**src/sv/spa_pkg.sv**
```systemverilog
`timescale 1ns / 1ps
// shared types and constants for the slotted page allocator
// no dependencies
package spa_pkg;

  localparam int PAGE_BYTES_DEF = 4096;
  localparam int MAX_SLOTS_DEF  = 64;
  localparam int OFF_W          = 13;
  localparam int HDR_BYTES      = 12;
  localparam int SLOT_BYTES     = 8;

  typedef enum logic [1:0] {
    REQ_INIT  = 2'd0,
    REQ_ALLOC = 2'd1,
    REQ_FREE  = 2'd2,
    REQ_BAD   = 2'd3
  } req_kind_t;

  typedef enum logic [2:0] {
    ST_OK        = 3'd0,
    ST_ZERO_SIZE = 3'd1,
    ST_NO_SPACE  = 3'd2,
    ST_BAD_SLOT  = 3'd3,
    ST_TABLE_FULL = 3'd4
  } status_t;

  typedef struct packed {
    logic [1:0]  req_type;
    logic [12:0] obj_bytes;
    logic [5:0]  rel_slot;
  } in_t;

  typedef struct packed {
    logic [2:0]  status;
    logic [5:0]  granted_slot;
    logic [12:0] object_offset;
    logic        did_compact;
    logic [12:0] usable_free;
    logic [6:0]  live_slot_count;
  } out_t;

  typedef enum logic [3:0] {
    S_IDLE,
    S_DISPATCH,
    S_SCAN_RD,
    S_SCAN_CHK,
    S_DECIDE,
    S_CMP_INIT,
    S_CMP_RD,
    S_CMP_CHK,
    S_CMP_MOVE,
    S_CMP_END,
    S_PLACE,
    S_FREE_RD,
    S_FREE_CHK,
    S_TRIM_RD,
    S_TRIM_CHK,
    S_DONE
  } seq_state_t;

endpackage

```
**src/sv/slotted_page_allocator_unit.sv**
```systemverilog
`timescale 1ns / 1ps
// slotted page allocator: sequencer, slot tables and page counters
// depends on spa_pkg
//
// channel   ports                      direction  handshake
// request   start, busy, in_req        in         taken when start && !busy
// result    out_strobe, out_res        out        one cycle strobe, no stall
//
// init, unknown and out-of-range free requests go straight to the result strobe
// a free reads its slot; a live slot is emptied, then empty slots are trimmed
// allocate: refused at once for a zero size, else an empty slot search when the page
// holds empty slots, a decision, compaction when the contiguous free space is too small,
// and placement; compaction scans all slots once per live object moved and once to end,
// one table read per compare through the single registered read port of the slot tables
// reset (synchronous, rst_n low) empties the page; table contents stay as they are
// results cannot be stalled: out_strobe is high for one cycle per request
module slotted_page_allocator_unit #(
  parameter int PAGE_BYTES = spa_pkg::PAGE_BYTES_DEF,
  parameter int MAX_SLOTS  = spa_pkg::MAX_SLOTS_DEF
) (
  input  logic          clk,
  input  logic          rst_n,
  input  logic          start,
  output logic          busy,
  input  spa_pkg::in_t  in_req,
  output logic          out_strobe,
  output spa_pkg::out_t out_res
);
  import spa_pkg::*;

  localparam int IDX_W = $clog2(MAX_SLOTS);
  localparam int CNT_W = $clog2(MAX_SLOTS + 1);
  localparam int FW    = OFF_W + 1;

  logic [OFF_W-1:0] off_mem [MAX_SLOTS];
  logic [OFF_W-1:0] size_mem [MAX_SLOTS];
  logic [OFF_W-1:0] off_q_r, size_q_r;

  seq_state_t       state_r, state_nxt;
  in_t              req_r;
  logic [CNT_W-1:0] total_r, total_nxt;
  logic [CNT_W-1:0] hole_r, hole_nxt;
  logic [OFF_W-1:0] fp_r, fp_nxt;
  logic [OFF_W-1:0] frag_r, frag_nxt;
  logic [IDX_W-1:0] idx_r, idx_nxt;
  logic [IDX_W-1:0] slot_r, slot_nxt;
  logic             reuse_r, reuse_nxt;
  logic [2:0]       status_r, status_nxt;
  logic [OFF_W-1:0] offset_r, offset_nxt;
  logic             compact_r, compact_nxt;
  logic [OFF_W-1:0] dest_r, dest_nxt;
  logic [OFF_W-1:0] bound_r, bound_nxt;
  logic             first_r, first_nxt;
  logic             found_r, found_nxt;
  logic [IDX_W-1:0] best_r, best_nxt;
  logic [OFF_W-1:0] best_off_r, best_off_nxt;
  logic [OFF_W-1:0] best_size_r, best_size_nxt;
  logic             out_strobe_r, out_strobe_nxt;
  out_t             out_r, out_nxt;

  logic             wr_off_en, wr_size_en;
  logic [IDX_W-1:0] wr_idx;
  logic [OFF_W-1:0] wr_off, wr_size;

  logic [FW-1:0]    front, unfrag, total_free, usable, need;
  logic             last_idx;

  // page arithmetic on the current counters
  always_comb begin
    front      = FW'(HDR_BYTES) + (FW'(total_r) << 3);
    unfrag     = ({1'b0, fp_r} > front) ? ({1'b0, fp_r} - front) : '0;
    total_free = unfrag + {1'b0, frag_r};
    if (hole_r != '0) begin
      usable = total_free;
    end else begin
      usable = (total_free > FW'(SLOT_BYTES)) ? (total_free - FW'(SLOT_BYTES)) : '0;
    end
    need     = {1'b0, req_r.obj_bytes} + (reuse_r ? '0 : FW'(SLOT_BYTES));
    last_idx = (CNT_W'(idx_r) == (total_r - CNT_W'(1))) || (total_r == '0);
  end

  always_ff @(posedge clk) begin
    if (wr_off_en) begin
      off_mem[wr_idx] <= wr_off;
    end
    if (wr_size_en) begin
      size_mem[wr_idx] <= wr_size;
    end
    off_q_r  <= off_mem[idx_r];
    size_q_r <= size_mem[idx_r];
  end

  // next state
  always_comb begin
    state_nxt = state_r;
    case (state_r)
      S_IDLE:     if (start) state_nxt = S_DISPATCH;
      S_DISPATCH: begin
        case (req_r.req_type)
          REQ_ALLOC: begin
            if (req_r.obj_bytes == '0) begin
              state_nxt = S_DONE;
            end else if (hole_r != '0) begin
              state_nxt = S_SCAN_RD;
            end else begin
              state_nxt = S_DECIDE;
            end
          end
          REQ_FREE: begin
            if (32'(req_r.rel_slot) < 32'(total_r)) begin
              state_nxt = S_FREE_RD;
            end else begin
              state_nxt = S_DONE;
            end
          end
          default: state_nxt = S_DONE;
        endcase
      end
      S_SCAN_RD:  state_nxt = S_SCAN_CHK;
      S_SCAN_CHK: begin
        if (off_q_r == '0 || last_idx) begin
          state_nxt = S_DECIDE;
        end else begin
          state_nxt = S_SCAN_RD;
        end
      end
      S_DECIDE: begin
        if (!reuse_r && 32'(total_r) >= MAX_SLOTS) begin
          state_nxt = S_DONE;
        end else if ({1'b0, req_r.obj_bytes} > usable) begin
          state_nxt = S_DONE;
        end else if (need > unfrag) begin
          state_nxt = S_CMP_INIT;
        end else begin
          state_nxt = S_PLACE;
        end
      end
      S_CMP_INIT: state_nxt = (total_r == '0) ? S_CMP_END : S_CMP_RD;
      S_CMP_RD:   state_nxt = S_CMP_CHK;
      S_CMP_CHK:  state_nxt = last_idx ? S_CMP_MOVE : S_CMP_RD;
      S_CMP_MOVE: state_nxt = found_r ? S_CMP_RD : S_CMP_END;
      S_CMP_END:  state_nxt = S_PLACE;
      S_PLACE:    state_nxt = S_DONE;
      S_FREE_RD:  state_nxt = S_FREE_CHK;
      S_FREE_CHK: state_nxt = (off_q_r == '0) ? S_DONE : S_TRIM_RD;
      S_TRIM_RD:  state_nxt = S_TRIM_CHK;
      S_TRIM_CHK: begin
        if (off_q_r == '0 && total_r > CNT_W'(1)) begin
          state_nxt = S_TRIM_RD;
        end else begin
          state_nxt = S_DONE;
        end
      end
      S_DONE:     state_nxt = S_IDLE;
      default:    state_nxt = S_IDLE;
    endcase
  end

  // datapath and table writes
  always_comb begin
    total_nxt      = total_r;
    hole_nxt       = hole_r;
    fp_nxt         = fp_r;
    frag_nxt       = frag_r;
    idx_nxt        = idx_r;
    slot_nxt       = slot_r;
    reuse_nxt      = reuse_r;
    status_nxt     = status_r;
    offset_nxt     = offset_r;
    compact_nxt    = compact_r;
    dest_nxt       = dest_r;
    bound_nxt      = bound_r;
    first_nxt      = first_r;
    found_nxt      = found_r;
    best_nxt       = best_r;
    best_off_nxt   = best_off_r;
    best_size_nxt  = best_size_r;
    out_strobe_nxt = 1'b0;
    out_nxt        = out_r;
    wr_off_en      = 1'b0;
    wr_size_en     = 1'b0;
    wr_idx         = idx_r;
    wr_off         = '0;
    wr_size        = req_r.obj_bytes;

    case (state_r)
      S_DISPATCH: begin
        status_nxt  = ST_OK;
        offset_nxt  = '0;
        slot_nxt    = '0;
        compact_nxt = 1'b0;
        reuse_nxt   = 1'b0;
        idx_nxt     = '0;
        case (req_r.req_type)
          REQ_INIT: begin
            total_nxt = '0;
            hole_nxt  = '0;
            fp_nxt    = OFF_W'(PAGE_BYTES);
            frag_nxt  = '0;
          end
          REQ_ALLOC: begin
            if (req_r.obj_bytes == '0) status_nxt = ST_ZERO_SIZE;
          end
          REQ_FREE: begin
            if (32'(req_r.rel_slot) < 32'(total_r)) begin
              idx_nxt = IDX_W'(req_r.rel_slot);
            end else begin
              status_nxt = ST_BAD_SLOT;
            end
          end
          default: status_nxt = ST_BAD_SLOT;
        endcase
      end
      S_SCAN_CHK: begin
        if (off_q_r == '0) begin
          reuse_nxt = 1'b1;
          slot_nxt  = idx_r;
        end else begin
          idx_nxt = idx_r + 1'b1;
        end
      end
      S_DECIDE: begin
        if (!reuse_r && 32'(total_r) >= MAX_SLOTS) begin
          status_nxt = ST_TABLE_FULL;
        end else if ({1'b0, req_r.obj_bytes} > usable) begin
          status_nxt = ST_NO_SPACE;
        end
      end
      S_CMP_INIT: begin
        dest_nxt  = OFF_W'(PAGE_BYTES);
        first_nxt = 1'b1;
        found_nxt = 1'b0;
        idx_nxt   = '0;
      end
      // pick the highest live offset below the previous pick
      S_CMP_CHK: begin
        if (off_q_r != '0 && (first_r || off_q_r < bound_r) &&
            (!found_r || off_q_r > best_off_r)) begin
          found_nxt     = 1'b1;
          best_nxt      = idx_r;
          best_off_nxt  = off_q_r;
          best_size_nxt = size_q_r;
        end
        if (!last_idx) idx_nxt = idx_r + 1'b1;
      end
      S_CMP_MOVE: begin
        if (found_r) begin
          dest_nxt  = (best_size_r < dest_r) ? (dest_r - best_size_r) : '0;
          wr_off_en = 1'b1;
          wr_idx    = best_r;
          wr_off    = dest_nxt;
          bound_nxt = best_off_r;
          first_nxt = 1'b0;
          found_nxt = 1'b0;
          idx_nxt   = '0;
        end
      end
      S_CMP_END: begin
        frag_nxt    = '0;
        fp_nxt      = dest_r;
        compact_nxt = 1'b1;
      end
      S_PLACE: begin
        if (reuse_r) begin
          hole_nxt = hole_r - 1'b1;
        end else begin
          slot_nxt  = IDX_W'(total_r);
          total_nxt = total_r + 1'b1;
        end
        fp_nxt     = (req_r.obj_bytes < fp_r) ? (fp_r - req_r.obj_bytes) : '0;
        wr_off_en  = 1'b1;
        wr_size_en = 1'b1;
        wr_idx     = reuse_r ? slot_r : IDX_W'(total_r);
        wr_off     = fp_nxt;
        offset_nxt = fp_nxt;
      end
      S_FREE_CHK: begin
        if (off_q_r == '0) begin
          status_nxt = ST_BAD_SLOT;
        end else begin
          if (off_q_r == fp_r) begin
            fp_nxt = fp_r + size_q_r;
          end else begin
            frag_nxt = frag_r + size_q_r;
          end
          wr_off_en = 1'b1;
          wr_idx    = idx_r;
          hole_nxt  = hole_r + 1'b1;
          idx_nxt   = IDX_W'(total_r - 1'b1);
        end
      end
      // drop empty slots from the end of the array
      S_TRIM_CHK: begin
        if (off_q_r == '0) begin
          total_nxt = total_r - 1'b1;
          hole_nxt  = hole_r - 1'b1;
          idx_nxt   = idx_r - 1'b1;
        end
      end
      S_DONE: begin
        out_strobe_nxt          = 1'b1;
        out_nxt.status          = status_r;
        out_nxt.granted_slot    = (status_r == ST_OK && req_r.req_type == REQ_ALLOC) ?
                                  6'(slot_r) : '0;
        out_nxt.object_offset   = offset_r;
        out_nxt.did_compact     = compact_r;
        out_nxt.usable_free     = usable[OFF_W-1:0];
        out_nxt.live_slot_count = 7'(total_r);
      end
      default: ;
    endcase
  end

  always_ff @(posedge clk) begin
    if (!rst_n) begin
      state_r      <= S_IDLE;
      total_r      <= '0;
      hole_r       <= '0;
      fp_r         <= OFF_W'(PAGE_BYTES);
      frag_r       <= '0;
      out_strobe_r <= 1'b0;
    end else begin
      state_r      <= state_nxt;
      total_r      <= total_nxt;
      hole_r       <= hole_nxt;
      fp_r         <= fp_nxt;
      frag_r       <= frag_nxt;
      out_strobe_r <= out_strobe_nxt;
    end
  end

  always_ff @(posedge clk) begin
    if (state_r == S_IDLE && start) req_r <= in_req;
    idx_r       <= idx_nxt;
    slot_r      <= slot_nxt;
    reuse_r     <= reuse_nxt;
    status_r    <= status_nxt;
    offset_r    <= offset_nxt;
    compact_r   <= compact_nxt;
    dest_r      <= dest_nxt;
    bound_r     <= bound_nxt;
    first_r     <= first_nxt;
    found_r     <= found_nxt;
    best_r      <= best_nxt;
    best_off_r  <= best_off_nxt;
    best_size_r <= best_size_nxt;
    out_r       <= out_nxt;
  end

  assign busy       = (state_r != S_IDLE);
  assign out_strobe = out_strobe_r;
  assign out_res    = out_r;

  a_busy_after_start: assert property (@(posedge clk) disable iff (!rst_n)
    (start && !busy) |=> busy) else $error("request taken but block not busy");
  a_single_strobe: assert property (@(posedge clk) disable iff (!rst_n)
    out_strobe |=> !out_strobe) else $error("result strobe longer than one cycle");
  a_holes_bounded: assert property (@(posedge clk) disable iff (!rst_n)
    hole_r <= total_r) else $error("empty slot count above slot total");
  a_total_bounded: assert property (@(posedge clk) disable iff (!rst_n)
    32'(total_r) <= MAX_SLOTS) else $error("slot total above table depth");

endmodule
```
**config.mk**
```make
export PLATFORM = sky130hd
export DESIGN_NAME = slotted_page_allocator_unit
export DESIGN_NICKNAME = d
export VERILOG_FILES = /design/src/sv/spa_pkg.sv /design/src/sv/slotted_page_allocator_unit.sv
export SDC_FILE = /design/constraint.sdc
export NUM_CORES = 2
export LEC_CHECK = 0
export ABC_CLOCK_PERIOD_IN_PS = 7000
export BUFFER_PORTS_ARGS = -buffer_cell sky130_fd_sc_hd__buf_4
export CAP_MARGIN = 5
export CELL_PAD_IN_SITES_DETAIL_PLACEMENT = 1
export CELL_PAD_IN_SITES_GLOBAL_PLACEMENT = 2
export CORE_ASPECT_RATIO = 0.6
export CORE_UTILIZATION = 40
export CTS_BUF_LIST = sky130_fd_sc_hd__clkbuf_8
export DETAILED_ROUTE_END_ITERATION = 12
export PLACE_DENSITY = 0.71
export SLEW_MARGIN = 20
export SYNTH_ARGS = -nofsm -noshare
export SYNTH_HDL_FRONTEND = slang
export SYNTH_SLANG_ARGS = --single-unit
```
**constraint.sdc**
```tcl
create_clock -name clk -period 7 [get_ports clk]
set_clock_uncertainty 0.15 [all_clocks]
set_input_delay 0.7 -clock clk [delete_from_list [all_inputs] [get_ports clk]]
set_output_delay 0.7 -clock clk [all_outputs]
set_load 0.005 [all_outputs]
```
### Yosys cells after proc, flatten, opt, wreduce, memory -nomap -nowiden

Memory sizes are Yosys's and may differ from the RTL's. A register that Yosys moved wholly into a read port is not among the register bits.
Cells that the tools add are included.

| word-level totals | value |
|---|---|
| output and inout bits | 45 |
| memory bits (writable) | 1,664 |
| bits in registers | 199 |
| memories kept | 2 |
| logic and storage cells | 214 |
| bits of input ports | 24 |

| cells by class | value |
|---|---|
| $add $sub $neg | 15 |
| equality and inequality tests | 34 |
| reduce and logical (&&, ||, !) cells | 46 |
| magnitude comparators | 11 |
| multiplexer cells | 78 |

Memories:

| name | depth | bits a word | read ports | clocked after Yosys merged registers in | write ports | line | text |
|---|---|---|---|---|---|---|---|
| off_mem | 64 | 13 | 1 | 1 | 1 | slotted_page_allocator_unit.sv:35 | `logic [OFF_W-1:0] off_mem [MAX_SLOTS];` |
| size_mem | 64 | 13 | 1 | 1 | 1 | slotted_page_allocator_unit.sv:36 | `logic [OFF_W-1:0] size_mem [MAX_SLOTS];` |

Operator list:

| cell | count |
|---|---|
| 2-to-1 mux 13 bit | 10 |
| one-hot mux 13 bit (2 select lines) | 3 |
| one-hot mux 4 bit (16 select lines) | 1 |
| 2-to-1 mux 6 bit | 10 |
| one-hot mux 13 bit (4 select lines) | 1 |
| 2-to-1 mux 14 bit | 3 |
| 2-to-1 mux 7 bit | 6 |
| one-hot mux 6 bit (7 select lines) | 1 |
| less-than comparator 13 bit | 3 |
| one-hot mux 13 bit (3 select lines) | 1 |
| 2-to-1 mux 4 bit | 9 |
| equality test 4 bit, second input constant | 8 |
| one-hot mux 7 bit (4 select lines) | 1 |
| adder 13 bit | 2 |
| zero test 13 bit | 2 |
| inequality test 2 bit, second input constant | 13 |
| subtractor 13 bit | 2 |
| one-hot mux 7 bit (3 select lines) | 1 |
| 2-to-1 mux 3 bit | 6 |
| one-hot mux 6 bit (3 select lines) | 1 |
| equality test 4 x 3 -> 1 bit, second input constant | 4 |
| adder 13 x 4 -> 14 bit | 1 |
| adder 14 x 13 -> 14 bit | 1 |
| adder 7 x 1 -> 7 bit, second input constant | 2 |
| 48 further kinds | 92 |

### Logic depth before layout (Yosys ltp)

| logic depth | value |
|---|---|
| depth after elaboration | 11 |
| depth in mapped cells | 36 |
| depth with buffers taken out | 33 |

### Worst setup path after synthesis

Ideal clock, no wire load.

| path | value |
|---|---|
| path type | register -> register |
| from | reg total_r[0] |
| to | reg status_r[0], enable pin |
| stages on the path, launching flop included | 34 |
| setup slack | -354 ps |
| required time | 6,590 ps |
| period minus slack after synthesis | 7,354 ps |
| data arrival time | 6,944 ps |
| library setup time | 260 ps |
| path buffers | 3 |
| cells stage by stage | dfxtp_1 > clkbuf_1 > inv_1 > nor3_1 > xnor2_1 > ha_1 > or4_4 > o21ai_0 > nor2_1 > nor2_1 > a21oi_1 > or3_1 > clkbuf_1 > nand2_1 > inv_1 > fa_1 > a211oi_1 > o21ai_1 > a21o_2 > a211oi_2 > nand4_1 > nand4b_4 > or2_0 > buf_2 > nand2_1 > ha_1 > a21oi_1 > o221ai_1 > a21oi_1 > nor2_1 > o41ai_1 > a211o_1 > a21oi_1 > o311a_1 |

| on the way | value |
|---|---|
| longest elaborated chain between the ends | 10 |
| elaborated cells between the ends (all ways) | 14 |
| those cells by class | add/sub: 4; order compare: 4; eq/ne: 1; mux: 3; reduce/logical: 2 |

Ends and longest elaborated chain:

| what | line | text |
|---|---|---|
| start, declared | slotted_page_allocator_unit.sv:41 | `logic [CNT_W-1:0] total_r, total_nxt;` |
| start signal, assigned | slotted_page_allocator_unit.sv:324 | `total_r <= total_nxt;` |
| adder 4 x 10 -> 11 bit | slotted_page_allocator_unit.sv:70 | `front = FW'(HDR_BYTES) + (FW'(total_r) << 3);` |
| subtractor 13 x 11 -> 14 bit or > comparator 13 x 11 -> 1 bit (tied branches) | slotted_page_allocator_unit.sv:71 | `unfrag = ({1'b0, fp_r} > front) ? ({1'b0, fp_r} - front) : '0;` |
| 2-to-1 mux 14 bit | slotted_page_allocator_unit.sv:71 |  |
| adder 14 x 13 -> 14 bit | slotted_page_allocator_unit.sv:72 | `total_free = unfrag + {1'b0, frag_r};` |
| subtractor 14 x 4 -> 14 bit or > comparator 14 x 4 -> 1 bit (tied branches) | slotted_page_allocator_unit.sv:76 | `usable = (total_free > FW'(SLOT_BYTES)) ? (total_free - FW'(SLOT_BYTES)) : '0;` |
| 2-to-1 mux 14 bit | slotted_page_allocator_unit.sv:76 |  |
| 2-to-1 mux 14 bit | slotted_page_allocator_unit.sv:73 | `if (hole_r != '0) begin` |
| > comparator 13 x 14 -> 1 bit | slotted_page_allocator_unit.sv:225 | `end else if ({1'b0, req_r.obj_bytes} > usable) begin` |
| inequality test 3 bit (no source line) (*) | n/a |  |
| AND reduction 3 bit (no source line) (*) | n/a |  |
| end signal, assigned | slotted_page_allocator_unit.sv:337 | `status_r <= status_nxt;` |
| end, declared | slotted_page_allocator_unit.sv:48 | `logic [2:0] status_r, status_nxt;` |

Every way passes the cells marked *; elsewhere a longest branch is shown, timed or not.
A chain may end at the register's enable or synchronous reset.

### Worst setup path after layout

| path | value |
|---|---|
| from | reg total_r[2] |
| to | reg state_r[2] |

| on the way | value |
|---|---|
| longest elaborated chain between the ends | 11 |
| elaborated cells between the ends (all ways) | 28 |
| those cells by class | add/sub: 5; order compare: 6; eq/ne: 1; mux: 12; reduce/logical: 4 |

Ends and longest elaborated chain:

| what | line | text |
|---|---|---|
| adder 4 x 10 -> 11 bit (*) | slotted_page_allocator_unit.sv:70 |  |
| > comparator 13 x 11 -> 1 bit or subtractor 13 x 11 -> 14 bit (tied branches) | slotted_page_allocator_unit.sv:71 |  |
| 2-to-1 mux 14 bit (*) | slotted_page_allocator_unit.sv:71 |  |
| adder 14 x 13 -> 14 bit (*) | slotted_page_allocator_unit.sv:72 |  |
| subtractor 14 x 4 -> 14 bit or > comparator 14 x 4 -> 1 bit (tied branches) | slotted_page_allocator_unit.sv:76 |  |
| 2-to-1 mux 14 bit | slotted_page_allocator_unit.sv:76 |  |
| 2-to-1 mux 14 bit (*) | slotted_page_allocator_unit.sv:73 |  |
| net usable[0] | slotted_page_allocator_unit.sv:65 | `logic [FW-1:0] front, unfrag, total_free, usable, need;` |
| > comparator 13 x 14 -> 1 bit (*) | slotted_page_allocator_unit.sv:130 | `end else if ({1'b0, req_r.obj_bytes} > usable) begin` |
| 2-to-1 mux 4 bit (*) | slotted_page_allocator_unit.sv:130 |  |
| 2-to-1 mux 4 bit (*) | slotted_page_allocator_unit.sv:128 | `if (!reuse_r && 32'(total_r) >= MAX_SLOTS) begin` |
| one-hot mux 4 bit (16 select lines) (*) | slotted_page_allocator_unit.sv:96 | `case (state_r)` |
| end signal, assigned | slotted_page_allocator_unit.sv:323 | `state_r <= state_nxt;` |
| end, declared | slotted_page_allocator_unit.sv:39 | `seq_state_t state_r, state_nxt;` |

Mark *: on every way through the listed nets, which the timed path passes. The rest lies on a longest branch.

==> flow_summary_export.csv <==
group,metric,value,unit
synth,synthCells,3979,
drt,wirelength,228000,µm
sta,post-route-min-period,7090,ps
sta,holdWs,275,ps
worst_setup_path,cp_slowest_stage_delay,500,ps
final_layout,drive_gt1_frac,0.308,
global_routing,grt_max_degree,160,
floorplan,rows,124,
sta,fmax,141,MHz
drt,vias,42500,
sta,finalHoldViolCount,0,
floorplan,ioPinCount,69,
final_layout,finalNetCount,4767,
synth,synth_fp_nets,4159,
clock_tree,htree_levels,5,
sta,rsz0062_at_grt,"yes",
drt,viasPerCell,5.78,
synth,ys.warnings.count,0,
synth,ys_seq_area_frac,0.720,
final_layout,fin_area,89900,µm²
floorplan,die_h,344,µm
sta,setup_viol,7,
clock_tree,numCtsBuffers,289,
sta,timing.final.ws_setup,-93.6,ps
worst_setup_path,cp_data_arrival_time,7790,ps
synth,synth-edff-count,1818,
floorplan,dieArea,196000,µm²
synth,avgSynthCellArea,19.6,µm²
synth,async_flop_share,0,
synth,yosysMostFrequentCell,"edfxtp_1",
global_routing,antenna_found_initial,26,
synth,syn-cell-area,77800,µm²
pwr,power,26.6,mW
sta,slew_headroom,0.225,
min_path,hold_class,"reg -> reg",
placed_design,io_buffers,68,
synth,synth-seq-cells,1889,
worst_setup_path,cp_max_fo,6,
final_layout,fin_util,0.469,
final_layout,area_growth,15.5,%
drt,ant_nets,0,
floorplan,initial_core_util,0.406,
worst_setup_path,cp-end-kind,"register",
drt,drc,0,
pwr,p_per_area,296,nW/µm²
worst_setup_path,startpoint_type,"register",
worst_setup_path,cp_slowest_cell,"or4_4",
pwr,ir_worst_vdd,0.000216,V
sta,slew_viol_final,0,
run,max_cap_violations,0,
pwr,leakagePower,28.1,nW
global_routing,grt_first_pass_wirelength,322000,µm
worst_setup_path,crit_type,"reg -> reg",
drt,drt-initial-drc-count,5011,
placed_design,place_congestion,0.874,
synth,synthTopCellsByArea,"edfxtp_1, mux4_2, ha_1",
clock_tree,cts.sink_count,1889,
drt,avgRoutedWirePerCell,30.9,µm
drt,drtPass1Iterations,5,
status,violations,"setup timing",
clock_tree,worstSkewPairLatency,920,ps
sta,post-route-period-util,1.01,
clock_tree,cts_max_path_buffers,4,
clock_tree,cts.clk_slew.worst_paths,70,ps
global_routing,grt_overflow,0,
clock_tree,cts_tree,"yes",
placed_design,dpl.hpwl,147000,µm
floorplan,die_w,572,µm
sta,fin_setup_tns,-562,ps
synth,ys.flop_type,"edfxtp_1",
global_routing,grt_pass1_vias,42600,
synth,synthDistinctLibCells,93,
synth,synthTopCellsByCount,"edfxtp_1, mux4_2, nor2_1",
status,outcome,"finished, violations left",
synth,yosys.area.top_type_share,0.701,
clock_tree,cts-root-buf,"clkbuf_8",
worst_setup_path,cpMostUsedCell,"a21oi_2",
floorplan,core,192000,µm²
sta,worst_pin_slew,1160,ps
worst_setup_path,critical_path_required,7690,ps
placed_design,dp_cells,6821,
placed_design,post-place-ws,-585,ps
final_layout,fin_cells,7361,
global_routing,grt_usage,0.231,
synth,synth_top_area_cell,"edfxtp_1",
placed_design,place_area,83900,µm²
[where the power goes]
| part | internal, mW | leakage [nW] | switching (mW) |
|---|---|---|---|
| combinational | 2.03 | 9.81 | 3.23 |
| clock | 3.97 | 2.82 | 4.33 |
| sequential | 12.8 | 15.5 | 0.336 |
| total | 18.8 | 28.1 | 7.89 |
[path summary, 6_finish.rpt]
check,startpoint,end,slack (ps),cells after the start
min,offset_r[0]$_SDFFCE_PN0P_,out_res[21]$_DFFE_PP_,280,0
max,total_r[2]$_SDFFE_PN0P_,state_r[2]$_SDFFE_PN0P_,-90,34
min reg2reg,offset_r[0]$_SDFFCE_PN0P_,out_res[21]$_DFFE_PP_,280,0
max reg2reg,total_r[2]$_SDFFE_PN0P_,state_r[2]$_SDFFE_PN0P_,-90,34
[layout make-up]
cell class	count	area, µm²
inverters	123	462
flip-flops and latches	1889	56000
well taps	2583	3230
clock inverters	183	891
multi-input cells	1796	21400
repair buffers	488	3910
clock buffers	293	4030
diodes	6	15.0
fillers	17900	102000
[layout by cell type (no fill, tap or decap), types with 10 or more instances in the layout]
master         Yosys  final
ha_1             148    137
o21bai_1          27     14
a22oi_1           10     10
nand3_1           41     36
a21o_1            46     46
dfxtp_1           71     66
xor2_1            32     31
nor2_1           250    243
and3_1            14     14
a221oi_1          12     12
o21ai_0           73     68
nor3_1            29     27
dlygate4sd3_1      0     24
nor2b_1           22     22
mux4_2           546    546
o221ai_1          12     11
nand4_1           21     21
xnor2_1           64     59
clkinv_2           0     26
nand2_1          133    127
and2_1            25     25
o21a_1            12     12
buf_4              0    446
edfxtp_1        1818   1818
clkbuf_8           2    293
a211oi_1          18     14
buf_12             0     11
a21oi_1           91     79
clkinv_1           1     52
nor4_1            14     11
inv_1            122    200
nand2b_1          12     10
o21bai_4           0     13
a21oi_2            0     11
clkinvlp_4         0     11
[metal layers]
| metal | global-route usage | wire [µm] | up-vias |
|---|---|---|---|
| met5 | 0 | 63 | - |
| met3 | 0.0591 | 22500 | 265 |
| li1 | - | - | 17500 |
| met1 | 0.377 | 109000 | 22900 |
| met2 | 0.308 | 92700 | 1853 |
| met4 | 0.0412 | 3280 | 10 |
[logic make-up after synthesis]
kind of cell               after synthesis  share of synthesized area
and+or+nand+nor                        611                     0.0369
xor gates and xnor gates                98                     0.0113
DFF                                   1889                      0.720
buffers and inverters                  294                     0.0146
muxes                                  553                      0.159
adders and majority gates              157                     0.0260
AOI/OAI and AO/OA                      377                     0.0328
[timing repair]
action                                  CTS  global route
pin swaps                                30            42
setup buffers                            15            17
hold endpoints to repair                 25             0
gates resized for setup                  58            52
hold buffers                             24             0
endpoints found under the setup margin    7             7
[critical path, delay by kind of cell (launching register included)]
family / cells / cell delay, ps
fa+ha+maj: 4 / 920
simple gates: 12 / 2470
buf+inv: 4 / 500
flops: 1 / 370
compound gates: 13 / 2480
xor+xnor: 1 / 80
Power figures use the tool's default switching activity.
